[config.mk]
export PLATFORM = sky130hd
export DESIGN_NAME = julian_day_converter
export DESIGN_NICKNAME = d
export VERILOG_FILES = /design/src/jdc_pkg.sv /design/src/julian_day_converter.sv /design/src/jdc_date_pipe.sv /design/src/jdc_num_pipe.sv
export SDC_FILE = /design/constraint.sdc
export NUM_CORES = 2
export LEC_CHECK = 0
export BUFFER_PORTS_ARGS = -buffer_cell sky130_fd_sc_hd__buf_4
export CAP_MARGIN = 20
export CELL_PAD_IN_SITES_DETAIL_PLACEMENT = 1
export CELL_PAD_IN_SITES_GLOBAL_PLACEMENT = 2
export CORE_ASPECT_RATIO = 0.5
export CORE_UTILIZATION = 45
export DETAILED_ROUTE_END_ITERATION = 10
export PLACE_DENSITY = 0.94
export REMOVE_ABC_BUFFERS = 1
export SLEW_MARGIN = 20
export SYNTH_ARGS = -nofsm -noshare
export SYNTH_HDL_FRONTEND = slang
export SYNTH_SLANG_ARGS = --single-unit
[constraint.sdc]
create_clock -name clk -period 10.9 [get_ports clk]
set_input_delay 1.09 -clock clk [delete_from_list [all_inputs] [get_ports clk]]
set_output_delay 1.09 -clock clk [all_outputs]
set_load 0.05 [all_outputs]
[src/jdc_pkg.sv]
// jdc_pkg: shared constants and result types for the julian day converter
`default_nettype none

package jdc_pkg;

  // input tdata packing, lowest bit first
  localparam int unsigned IN_DATA_W  = 56;
  localparam int unsigned OUT_DATA_W = 64;

  // register stages in each datapath, ahead of the output register
  localparam int unsigned PIPE_DEPTH = 7;

  // divide by 100 through a reciprocal, year is 14 bits
  localparam int unsigned DIV100_SH = 21;
  localparam logic [14:0] DIV100_MUL = 15'(((64'd1 << DIV100_SH) + 64'd99) / 64'd100);

  // divide by 146097 (days in 400 years), dividend below 2^25
  localparam int unsigned DIVW_SH = 43;
  localparam logic [25:0] DIVW_MUL =
    26'(((64'd1 << DIVW_SH) + 64'd146096) / 64'd146097);

  // divide by 7305 (20 x 365.25), dividend below 2^28
  localparam int unsigned DIVC_SH = 41;
  localparam logic [28:0] DIVC_MUL = 29'(((64'd1 << DIVC_SH) + 64'd7304) / 64'd7305);

  // multiply by 10000/306001, operand below 512
  localparam int unsigned DIVE_SH = 28;
  localparam logic [23:0] DIVE_MUL =
    24'(((64'd10000 << DIVE_SH) + 64'd306000) / 64'd306001);

  // results of the date to day number path
  typedef struct packed {
    logic [22:0] day_number;
    logic [2:0]  weekday;
    logic [8:0]  year_day;
  } date_res_t;

  // results of the day number to date path
  typedef struct packed {
    logic [13:0] year;
    logic [3:0]  month;
    logic [4:0]  day;
  } num_res_t;

  // operation selector carried in tuser
  typedef enum logic {
    OP_DATE_TO_NUM = 1'b0,
    OP_NUM_TO_DATE = 1'b1
  } op_t;

endpackage

`default_nettype wire

[src/julian_day_converter.sv]
// julian_day_converter: top level, gregorian date and day number converter
//
// Input stream s_*: one transaction per conversion. s_tuser selects the
// operation: 0 turns year/month/day/hour into a day number (one less before
// noon) with ISO weekday and ordinal day, 1 turns a day number back into
// year/month/day. Output stream m_*: one transaction per input, in order;
// fields that the selected operation does not produce are zero.
// The accepting edge loads the first of seven pipeline stages inside the
// two datapaths, and the output register that drives m_tvalid follows the
// seventh. Throughput is one transaction per cycle while m_tready does not
// hold the output; in the day number path each reciprocal multiply takes
// a stage of its own.
// Reset clears every stage valid bit and m_tvalid; data registers are left
// as they are. When m_tvalid is high and m_tready is low the whole pipeline
// holds, and s_tready drops in the same cycle (s_tready = !m_tvalid ||
// m_tready), so nothing is lost or repeated.
`default_nettype none

module julian_day_converter (
  input  wire logic        clk,
  input  wire logic        rst,
  input  wire logic        s_tvalid,
  output logic             s_tready,
  // year[13:0], month[17:14], day[22:18], hour[27:23], julian_day[50:28]
  input  wire logic [55:0] s_tdata,
  // op[0]
  input  wire logic [0:0]  s_tuser,
  output logic             m_tvalid,
  input  wire logic        m_tready,
  // day_number[22:0], out_year[36:23], out_month[40:37], out_day[45:41],
  // weekday[48:46], year_day[57:49]
  output logic [63:0]      m_tdata
);

  logic                           en;
  logic [jdc_pkg::PIPE_DEPTH-1:0] vld;
  jdc_pkg::op_t                   op_pipe [jdc_pkg::PIPE_DEPTH];
  jdc_pkg::date_res_t             date_res;
  jdc_pkg::num_res_t              num_res;
  logic [63:0]                    m_tdata_next;

  // the whole pipeline moves unless a result sits unclaimed
  assign en       = !m_tvalid || m_tready;
  assign s_tready = en;

  // datapaths
  jdc_date_pipe u_date (
    .clk   (clk),
    .en    (en),
    .year  (s_tdata[13:0]),
    .month (s_tdata[17:14]),
    .day   (s_tdata[22:18]),
    .hour  (s_tdata[27:23]),
    .res   (date_res)
  );

  jdc_num_pipe u_num (
    .clk        (clk),
    .en         (en),
    .julian_day (s_tdata[50:28]),
    .res        (num_res)
  );

  // stage valid bits and output valid
  always_ff @(posedge clk) begin
    if (rst) begin
      vld      <= '0;
      m_tvalid <= 1'b0;
    end else if (en) begin
      vld      <= {vld[jdc_pkg::PIPE_DEPTH-2:0], s_tvalid};
      m_tvalid <= vld[jdc_pkg::PIPE_DEPTH-1];
    end
  end

  // operation code travels beside the data
  always_ff @(posedge clk) begin
    if (en) begin
      op_pipe[0] <= jdc_pkg::op_t'(s_tuser[0]);
      for (int i = 1; i < jdc_pkg::PIPE_DEPTH; i++) begin
        op_pipe[i] <= op_pipe[i-1];
      end
    end
  end

  // output word, unused fields forced to zero
  always_comb begin
    m_tdata_next = '0;
    unique case (op_pipe[jdc_pkg::PIPE_DEPTH-1])
      jdc_pkg::OP_DATE_TO_NUM: begin
        m_tdata_next[22:0]  = date_res.day_number;
        m_tdata_next[48:46] = date_res.weekday;
        m_tdata_next[57:49] = date_res.year_day;
      end
      jdc_pkg::OP_NUM_TO_DATE: begin
        m_tdata_next[36:23] = num_res.year;
        m_tdata_next[40:37] = num_res.month;
        m_tdata_next[45:41] = num_res.day;
      end
    endcase
  end

  // output register
  always_ff @(posedge clk) begin
    if (en) begin
      m_tdata <= m_tdata_next;
    end
  end

endmodule

`default_nettype wire

[src/jdc_date_pipe.sv]
// jdc_date_pipe: seven-stage pipeline from year/month/day/hour to day number
`default_nettype none

module jdc_date_pipe (
  input  wire logic              clk,
  input  wire logic              en,
  input  wire logic [13:0]       year,
  input  wire logic [3:0]        month,
  input  wire logic [4:0]        day,
  input  wire logic [4:0]        hour,
  output jdc_pkg::date_res_t     res
);

  // floor(30.6001 * (m + 1)) with jan/feb moved to months 13/14
  function automatic logic [8:0] month_offset(input logic [3:0] m);
    logic [8:0] r;
    unique case (m)
      4'd0:    r = 9'd397;
      4'd1:    r = 9'd428;
      4'd2:    r = 9'd459;
      4'd3:    r = 9'd122;
      4'd4:    r = 9'd153;
      4'd5:    r = 9'd183;
      4'd6:    r = 9'd214;
      4'd7:    r = 9'd244;
      4'd8:    r = 9'd275;
      4'd9:    r = 9'd306;
      4'd10:   r = 9'd336;
      4'd11:   r = 9'd367;
      4'd12:   r = 9'd397;
      4'd13:   r = 9'd428;
      4'd14:   r = 9'd459;
      default: r = 9'd489;
    endcase
    return r;
  endfunction

  // days before the first of the month, non-leap year
  function automatic logic [8:0] month_start(input logic [3:0] m);
    logic [8:0] r;
    unique case (m)
      4'd2:    r = 9'd31;
      4'd3:    r = 9'd59;
      4'd4:    r = 9'd90;
      4'd5:    r = 9'd120;
      4'd6:    r = 9'd151;
      4'd7:    r = 9'd181;
      4'd8:    r = 9'd212;
      4'd9:    r = 9'd243;
      4'd10:   r = 9'd273;
      4'd11:   r = 9'd304;
      4'd12:   r = 9'd334;
      default: r = 9'd0;
    endcase
    return r;
  endfunction

  // stage 1 registers
  logic [13:0] year1;
  logic        adj1;
  logic        bn1;
  logic        mgt2_1;
  logic [28:0] p100_1;
  logic [24:0] p1461_1;
  logic [8:0]  ybase1;
  logic [8:0]  moff1;
  logic [4:0]  day1;
  logic        adj_in;
  logic [14:0] ysh_in;

  // stage 2 registers
  logic [7:0]  cent2;
  logic        leap2;
  logic [22:0] q365_2;
  logic [8:0]  ybase2;
  logic [8:0]  moff2;
  logic [4:0]  day2;
  logic        bn2;
  logic        mgt2_2;
  logic [7:0]  qy;
  logic [6:0]  rem;
  logic        rem_zero;

  // stage 3 to 7 registers
  logic [23:0] part3;
  logic [23:0] corr3;
  logic [8:0]  yd3;
  logic        bn3;
  logic [23:0] noon4;
  logic [22:0] jd4;
  logic [8:0]  yd4;
  logic [5:0]  dsum5;
  logic [22:0] jd5;
  logic [8:0]  yd5;
  logic [2:0]  wd6;
  logic [22:0] jd6;
  logic [8:0]  yd6;
  logic [22:0] jd7;
  logic [2:0]  wd7;
  logic [8:0]  yd7;
  logic [5:0]  dsum_next;
  logic [3:0]  fold;
  logic [2:0]  mod7;

  // stage 1: shift jan/feb into the previous year, start both multiplies
  assign adj_in = (month < 4'd3);
  assign ysh_in = 15'(year) - 15'(adj_in) + 15'd4716;

  always_ff @(posedge clk) begin
    if (en) begin
      year1   <= year;
      adj1    <= adj_in;
      bn1     <= (hour < 5'd12);
      mgt2_1  <= (month > 4'd2);
      p100_1  <= 29'(29'(year) * 29'(jdc_pkg::DIV100_MUL));
      p1461_1 <= 25'(25'(ysh_in) * 25'd1461);
      ybase1  <= month_start(month) + 9'(day);
      moff1   <= month_offset(month);
      day1    <= day;
    end
  end

  // stage 2: century of the shifted year and the leap test
  assign qy       = p100_1[28:21];
  assign rem      = 7'(year1 - 14'(14'(qy) * 14'd100));
  assign rem_zero = (rem == 7'd0);

  always_ff @(posedge clk) begin
    if (en) begin
      cent2  <= (adj1 && rem_zero && qy != 8'd0) ? qy - 8'd1 : qy;
      leap2  <= (year1[1:0] == 2'd0) && (!rem_zero || qy[1:0] == 2'd0);
      q365_2 <= p1461_1[24:2];
      ybase2 <= ybase1;
      moff2  <= moff1;
      day2   <= day1;
      bn2    <= bn1;
      mgt2_2 <= mgt2_1;
    end
  end

  // stage 3: partial sums, gregorian correction, ordinal day
  always_ff @(posedge clk) begin
    if (en) begin
      part3 <= 24'(q365_2) + 24'(moff2) + 24'(day2) - 24'd1524;
      corr3 <= 24'd2 - 24'(cent2) + 24'(cent2[7:2]);
      yd3   <= ybase2 + 9'(mgt2_2 && leap2);
      bn3   <= bn2;
    end
  end

  // stage 4: noon day number and the pre-noon value
  always_ff @(posedge clk) begin
    if (en) begin
      noon4 <= part3 + corr3;
      jd4   <= 23'(part3 + corr3 - 24'(bn3));
      yd4   <= yd3;
    end
  end

  // stage 5: octal digit sum, since 8 mod 7 is 1
  always_comb begin
    dsum_next = '0;
    for (int i = 0; i < 8; i++) begin
      dsum_next = dsum_next + 6'(noon4[3*i +: 3]);
    end
  end

  always_ff @(posedge clk) begin
    if (en) begin
      dsum5 <= dsum_next;
      jd5   <= jd4;
      yd5   <= yd4;
    end
  end

  // stage 6: fold digit sum down to the remainder mod 7
  assign fold = 4'(dsum5[5:3]) + 4'(dsum5[2:0]);
  assign mod7 = (fold >= 4'd14) ? 3'd0 :
                (fold >= 4'd7)  ? 3'(fold - 4'd7) : fold[2:0];

  always_ff @(posedge clk) begin
    if (en) begin
      wd6 <= mod7 + 3'd1;
      jd6 <= jd5;
      yd6 <= yd5;
    end
  end

  // stage 7: align with the day number to date path
  always_ff @(posedge clk) begin
    if (en) begin
      jd7 <= jd6;
      wd7 <= wd6;
      yd7 <= yd6;
    end
  end

  assign res.day_number = jd7;
  assign res.weekday    = wd7;
  assign res.year_day   = yd7;

endmodule

`default_nettype wire

[src/jdc_num_pipe.sv]
// jdc_num_pipe: seven-stage pipeline from day number to year/month/day
`default_nettype none

module jdc_num_pipe (
  input  wire logic            clk,
  input  wire logic            en,
  input  wire logic [22:0]     julian_day,
  output jdc_pkg::num_res_t    res
);

  // floor(30.6001 * k)
  function automatic logic [8:0] month_days(input logic [3:0] k);
    logic [8:0] r;
    unique case (k)
      4'd0:    r = 9'd0;
      4'd1:    r = 9'd30;
      4'd2:    r = 9'd61;
      4'd3:    r = 9'd91;
      4'd4:    r = 9'd122;
      4'd5:    r = 9'd153;
      4'd6:    r = 9'd183;
      4'd7:    r = 9'd214;
      4'd8:    r = 9'd244;
      4'd9:    r = 9'd275;
      4'd10:   r = 9'd306;
      4'd11:   r = 9'd336;
      4'd12:   r = 9'd367;
      4'd13:   r = 9'd397;
      4'd14:   r = 9'd428;
      default: r = 9'd459;
    endcase
    return r;
  endfunction

  logic [23:0]        z_in;
  logic signed [26:0] nn;
  logic               neg_in;

  logic [23:0] z1;
  logic        neg1;
  logic [24:0] absn1;
  logic [23:0] z2;
  logic        neg2;
  logic [50:0] pw2;
  logic [7:0]  wq;
  logic [7:0]  gap;
  logic [23:0] b3;
  logic [23:0] b4;
  logic [27:0] t4;
  logic [23:0] b5;
  logic [56:0] pc5;
  logic [15:0] c_next;
  logic [26:0] dprod;
  logic [15:0] c6;
  logic [23:0] b6;
  logic [23:0] d6;
  logic [8:0]  v_next;
  logic [15:0] c7;
  logic [8:0]  v7;
  logic [31:0] pe7;
  logic [3:0]  e;
  logic        early;

  // stage 1: offset day number, signed numerator and its magnitude
  assign z_in   = 24'(julian_day) + 24'd1;
  assign nn     = $signed({1'b0, z_in, 2'b00}) - 27'sd7468865;
  assign neg_in = nn[26];

  always_ff @(posedge clk) begin
    if (en) begin
      z1    <= z_in;
      neg1  <= neg_in;
      absn1 <= neg_in ? 25'(-nn) : 25'(nn);
    end
  end

  // stage 2: reciprocal multiply for the 400-year quotient
  always_ff @(posedge clk) begin
    if (en) begin
      z2   <= z1;
      neg2 <= neg1;
      pw2  <= 51'(51'(absn1) * 51'(jdc_pkg::DIVW_MUL));
    end
  end

  // stage 3: w - w/4 with truncation toward zero, then b
  assign wq  = pw2[50:43];
  assign gap = wq - 8'(wq[7:2]);

  always_ff @(posedge clk) begin
    if (en) begin
      b3 <= neg2 ? z2 + 24'd1525 - 24'(gap) : z2 + 24'd1525 + 24'(gap);
    end
  end

  // stage 4: numerator of the year estimate
  always_ff @(posedge clk) begin
    if (en) begin
      b4 <= b3;
      t4 <= 28'(28'(b3) * 28'd20) - 28'd2442;
    end
  end

  // stage 5: reciprocal multiply for the year estimate
  always_ff @(posedge clk) begin
    if (en) begin
      b5  <= b4;
      pc5 <= 57'(57'(t4) * 57'(jdc_pkg::DIVC_MUL));
    end
  end

  // stage 6: year count c and floor(365.25 c)
  assign c_next = pc5[56:41];
  assign dprod  = 27'(c_next) * 27'd1461;

  always_ff @(posedge clk) begin
    if (en) begin
      c6 <= c_next;
      b6 <= b5;
      d6 <= 24'(dprod >> 2);
    end
  end

  // stage 7: days into the year, month estimate multiply
  assign v_next = 9'(b6 - d6);

  always_ff @(posedge clk) begin
    if (en) begin
      c7  <= c6;
      v7  <= v_next;
      pe7 <= 32'(33'(v_next) * 33'(jdc_pkg::DIVE_MUL));
    end
  end

  // month, day and year from the month estimate
  assign e     = pe7[31:28];
  assign early = (e >= 4'd14) || (e <= 4'd3);

  assign res.month = (e > 4'd13) ? e - 4'd13 : e - 4'd1;
  assign res.day   = 5'(v7 - month_days(e));
  assign res.year  = 14'(c7 - (early ? 16'd4715 : 16'd4716));

endmodule

`default_nettype wire

# Yosys cells after proc, flatten, opt, wreduce, memory -nomap -nowiden
# Memory sizes are Yosys's and may differ from the RTL's. A register that Yosys moved wholly into a read port is not among the register bits.
# Cells that the tools add are included.
[word_totals]
wordCells = 133
latch_bits = 0
mem_count = 4
register_bits = 752
mem_bits_rw = 7
romBits = 432
output_inout_bits = 66
[memory_table]
columns = ["name", "depth", "width", "rd", "rd_ports_with_merged_regs", "write_ports", "line_no", "text"]
rows = [
  ["(no name shown)", 16, 9, 1, 0, 0, "jdc_date_pipe.sv:41", "unique case (m)"],
  ["(no name shown)", 16, 9, 1, 1, 0, "jdc_date_pipe.sv:17", "unique case (m)"],
  ["(no name shown)", 16, 9, 1, 1, 0, "jdc_num_pipe.sv:14", "unique case (k)"],
  ["op_pipe", 7, 1, 7, 0, 7, "julian_day_converter.sv:37", "jdc_pkg::op_t op_pipe [jdc_pkg::PIPE_DEPTH];"],
]
[classes]
order_cmp = 8
n_mux = 11
shifts = 0
n_div = 0
n_eq_ne = 0
bitwise = 0
add_sub_neg = 36
mul = 8
reduce_logical = 13
[ops]
columns = ["op", "count"]
rows = [
  ["$mul 28x28->56 const B", 1],
  ["$mul 25x24->49 const B", 1],
  ["$add 6x3->6", 6],
  ["$mul 9x22->30 const B", 1],
  ["$sub 28x12->28 const B", 1],
  ["$mul 14x13->27 const B", 1],
  ["$sub 26x23->27 const B", 1],
  ["$mul 24x3->26 const B", 1],
  ["$mul 15x11->25 const B", 1],
  ["$mux 25", 1],
  ["$neg 25->25", 1],
  ["$add 23x1->24 const B", 1],
  ["$add 23x9->24", 1],
  ["$add 24x11->24 const B", 1],
  ["$add 24x24->24", 1],
  ["$add 24x5->24", 1],
  ["$add 24x6->24", 1],
  ["$add 24x8->24", 1],
  ["$mux 24", 1],
  ["$sub 24x11->24 const B", 1],
  ["$sub 24x8->24", 1],
  ["$sub 23x1->23", 1],
  ["$mul 16x11->11 const B", 1],
  ["$add 15x13->15 const B", 1],
  ["other kinds (34)", 47],
]

# Longest topological paths before layout
[logic_depth]
depth_word = 7
mapped_depth = 33

# Hierarchy
# Synthesis repeated with hierarchy kept, for this count alone.
[unflattened]
cells_unflattened = 5601
area_unflattened_um2 = 63603.5
[modules_own_cells]
columns = ["module", "seq_area_each_um2", "cells_each", "area_each_um2", "instances"]
rows = [
  ["jdc_num_pipe", 6676.4, 3663, 38700.9, 1],
  ["jdc_date_pipe", 9879.5, 1774, 22175.0, 1],
  ["julian_day_converter", 2112.0, 164, 2727.6, 1],
]

# Least setup slack after synthesis
# OpenSTA, ideal clock, no wires.
[synth_path]
path_kind = "input-to-reg"
from = "input s_tdata[16]"
to = "register u_date.p1461_1[21], data pin"
arrival_time_ps = 7951
path_slack_ps = 2692
path_buffers = 2
stages = 31
t_required_ps = 10642
path_cell_list = "clkbuf_1 -> clkbuf_1 -> nor3_1 -> ha_1 -> inv_1 -> ha_1 -> inv_1 -> fa_1 -> o21ai_0 -> a211o_1 -> a211o_1 -> a211o_1 -> nor2b_1 -> o21ai_0 -> nand2b_1 -> xnor2_1 -> ha_1 -> fa_1 -> inv_1 -> fa_1 -> fa_1 -> fa_1 -> inv_1 -> ha_1 -> o21ai_0 -> o21ai_0 -> nor3_1 -> o21bai_1 -> a41oi_1 -> nor2b_1 -> xnor2_1"
[synth_between]
elab_chain_len = 4
[synth_rtl]
columns = ["item", "line_no", "text"]
rows = [
  ["start: declaration", "julian_day_converter.sv:25", "input wire logic [55:0] s_tdata,"],
  ["$lt 4x2->1", "jdc_date_pipe.sv:106", "assign adj_in = (month < 4'd3);"],
  ["named net u_date.adj_in", "jdc_date_pipe.sv:68", "logic adj_in;"],
  ["$sub 14x1->15", "jdc_date_pipe.sv:107", "assign ysh_in = 15'(year) - 15'(adj_in) + 15'd4716;"],
  ["$add 15x13->15", "jdc_date_pipe.sv:107", ""],
  ["$mul 15x11->25", "jdc_date_pipe.sv:116", "p1461_1 <= 25'(25'(ysh_in) * 25'd1461);"],
  ["end signal: assignment", "jdc_date_pipe.sv:116", ""],
  ["end: declaration", "jdc_date_pipe.sv:64", "logic [24:0] p1461_1;"],
]
# The timed path passes the listed nets, and every way through them passes these cells.
# A chain may end at the register's enable or synchronous reset.

# Worst setup path after layout
[layout_path]
from = "input s_tdata[15]"
to = "register u_date.p1461_1[21], data pin"
# Same word-level chain as after synthesis.

==> impl_metrics.tcl <==
set metrics [dict create \
    status "finished clean" \
    cts_tree "built" \
    grt_use_total_pct 22.3 \
    numCtsBuffers 66 \
    hold_depth 0 \
    worst_ep_arrival_time_ns 8.94 \
    hold_violations 0 \
    syn-cell-area_um2 63600 \
    synth_edf_count 623 \
    num_antenna_cells 0 \
    nets 7560 \
    hp-start "u_date.yd5[2]" \
    dpl.hpwl_um 127000 \
    ys.flop_type "edfxtp_1" \
    grt_overflow 0 \
    r2r_cells 20 \
    cp.required_ns 11.28 \
    worst_slew_pin_slew_ns 1.10 \
    max_cap_viol_count 0 \
    routed_via_density 5.21 \
    max_freq_ghz 0.117 \
    start_util_pct 45.4 \
    cpPeakStageDelay_ns 0.54 \
    synth_seq_area_share_pct 29.8 \
    portBuffers 113 \
    wl_per_cell_um 20.2 \
    drive_gt1_share_pct 5.11 \
    drtIter0Drc 1914 \
    die_width_um 533 \
    synthCells 5554 \
    cts_max_level 3 \
    clkLatencyLatePin_ns 0.65 \
    cts_buffer_depth 3 \
    grt_max_degree 88 \
    ys_ff_latch 636 \
    r2r-start "u_num.t4[8]" \
    core_area_um2 140000 \
    crit_fanout 10 \
    hold_buffers 0 \
    skew_ns 0.0298 \
    dr.pass1.iters 5 \
    setup_viol 0 \
    cts_resized 0 \
    r2r-end "u_num.pc5[52]" \
    cp-end-kind "flip-flop" \
    critPathLaunchType "input pin" \
    synth.yosys.warnings 0 \
    pin_count 127 \
    dieArea_um2 143000 \
    min_to "u_date.yd6[2]" \
    maxSlewViolCount 0 \
    slowest_stage "fa_1" \
    rsz0062_at_grt "no" \
    area_growth_pct 8.55 \
    rrSetupSlack_ns 2.52 \
    grt_pass1_vias 45570 \
    gp_congestion 0.913 \
    cts_sinks 636 \
    die_h_um 268 \
    final_area_um2 69000 \
    worstHoldPathType "flip-flop to flip-flop" \
    clk_pin_slew_ns 0.07 \
    row_count 97 \
    drcViolationCount 0 \
    avgSynthCellArea_um2 11.4 \
    critPathKind "input pin to flip-flop" \
    min_period_ns 8.56 \
    dr_total_vias 39834 \
    ys_async_sr_fraction_pct 0 \
    synth_cell_type_count 101 \
    ant_nets 0 \
    drt-total-wl_um 155000 \
    postPlaceCellArea_um2 66700 \
    grt_pass1_wl_um 250000 \
    post_cts_buffers 0 \
    cts-root-buf "clkbuf_16" \
    max_slew_margin_pct 26.4 \
    antenna_found_initial 1 \
    fin_crit_sh_pct 78.6 \
]
==> registers in the layout, indices dropped and copies added (netlist names), 23 cells and up, named ones only <==
register	count
m_tdata	58
u_num.t4	26
u_date.noon4	24
u_date.part3	24
u_num.absn1	24
u_num.b3	24
u_num.z1	24
u_num.z2	24
u_date.jd4	23
u_date.jd5	23
u_date.jd6	23
u_date.jd7	23
u_date.p1461_1	23
u_date.q365_2	23
==> metal layers <==
layer	GRT usage, %	up-vias	share of wire [%]
met5	0	-	0
met4	5.47	0	2.4
met3	2.79	214	3.4
met2	41.5	580	52
met1	27.4	20600	42
li1	-	18440	-
==> through the flow <==
| stage | setup slack [ns] | hold slack, ns | setup TNS, ns | util [%] | instances |
|---|---|---|---|---|---|
| after floorplan | -5.72 | 0.400 | -2394.26 | - | 5524 |
| after global placement | 1.85 | 0.400 | 0 | 47.6 | 7534 |
| after detailed placement | 1.78 | 0.405 | 0 | 47.6 | 7534 |
| after CTS | 2.41 | 0.401 | 0 | 49.2 | 7652 |
| after global routing | 1.92 | 0.411 | 0 | 49.3 | 7653 |
| final | 2.34 | 0.401 | 0 | 49.3 | 7653 |
==> area by class of cell <==
| type | count | area [um^2] |
|---|---|---|
| sequential | 636 | 19000 |
| timing repair buffer | 130 | 996 |
| multi-input combinational | 3492 | 39200 |
| fill | 14892 | 71100 |
| clock buffer | 76 | 1730 |
| tap | 1881 | 2350 |
| inverter | 1396 | 5250 |
| clock inverter | 42 | 520 |
==> critical path: cells and delay by family <==
family | cells | cell delay (ns)
AOI/OAI and AO/OA | 8 | 2.13
xor gates and xnor gates | 2 | 0.61
adders and majority gates | 10 | 3.64
buffers and inverters | 5 | 0.37
and+or+nand+nor | 6 | 1.08
==> Yosys cell counts (all sizes together) (9+ instances only) <==
cell / number / area (um^2)
a211o: 9 / 78.8
a211oi: 21 / 168
a21boi: 9 / 67.6
a21o: 96 / 722
a21oi: 189 / 953
a31oi: 21 / 131
and2: 34 / 213
and3: 37 / 236
and4: 10 / 90.1
buf: 20 / 138
clkbuf: 15 / 56.3
dfxtp: 13 / 260
edfxtp: 623 / 18700
fa: 761 / 15200
ha: 1016 / 12700
inv: 1396 / 5240
mux2i: 17 / 183
nand2: 168 / 633
nand2b: 40 / 258
nand3: 67 / 340
nand3b: 9 / 67.6
nand4: 25 / 156
nor2: 148 / 563
nor2b: 72 / 450
nor3: 50 / 265
nor3b: 12 / 106
nor4: 11 / 120
o211ai: 19 / 143
o21a: 33 / 248
o21ai: 96 / 488
o21bai: 22 / 165
o31ai: 13 / 103
or2: 11 / 68.8
or3: 16 / 105
xnor2: 251 / 2220
xor2: 117 / 1020
==> cells in the final DEF, fill, tap and decap left out, types with 36 or more instances in the layout <==
cell type     n
a21o_1       95
buf_4       129
xor2_1      117
o21ai_0      85
nor2_1      147
ha_1       1016
nor3_1       47
edfxtp_1    623
fa_1        761
a21oi_1     187
and3_1       36
nand3_1      66
nand2b_1     39
xnor2_1     248
clkbuf_16    68
nand2_1     167
nor2b_1      72
inv_1      1394
==> cell families (layout without fill, tap and decap cells) <==
| kind of cell | after synthesis | in the layout | share of synthesized area (%) |
|---|---|---|---|
| muxes | 26 | 26 | 0.471 |
| xor gates and xnor gates | 368 | 368 | 5.11 |
| and+or+nand+nor | 724 | 724 | 5.98 |
| AOI/OAI and AO/OA | 591 | 591 | 6.06 |
| other | 1 | 6 | 0.00590 |
| DFF | 636 | 636 | 29.8 |
| adders and majority gates | 1777 | 1777 | 44.0 |
| buffers and inverters | 1431 | 1644 | 8.55 |
==> worst max-delay path by stage <==
stage	from	slack, ns	end
detailed placement	s_tdata[15]	1.78	u_date.p1461_1[21]
global route	s_tdata[15]	1.92	u_date.p1461_1[21]
finish	s_tdata[15]	2.34	u_date.p1461_1[21]
floorplan	m_tready	-5.72	flip-flop
CTS	u_num.t4[8]	2.41	u_num.pc5[54]
global placement	s_tdata[14]	1.85	u_date.p1461_1[21]
Power is not shown: default switching activity piles up to over one toggle a cycle in this logic, so the estimate is an artifact.
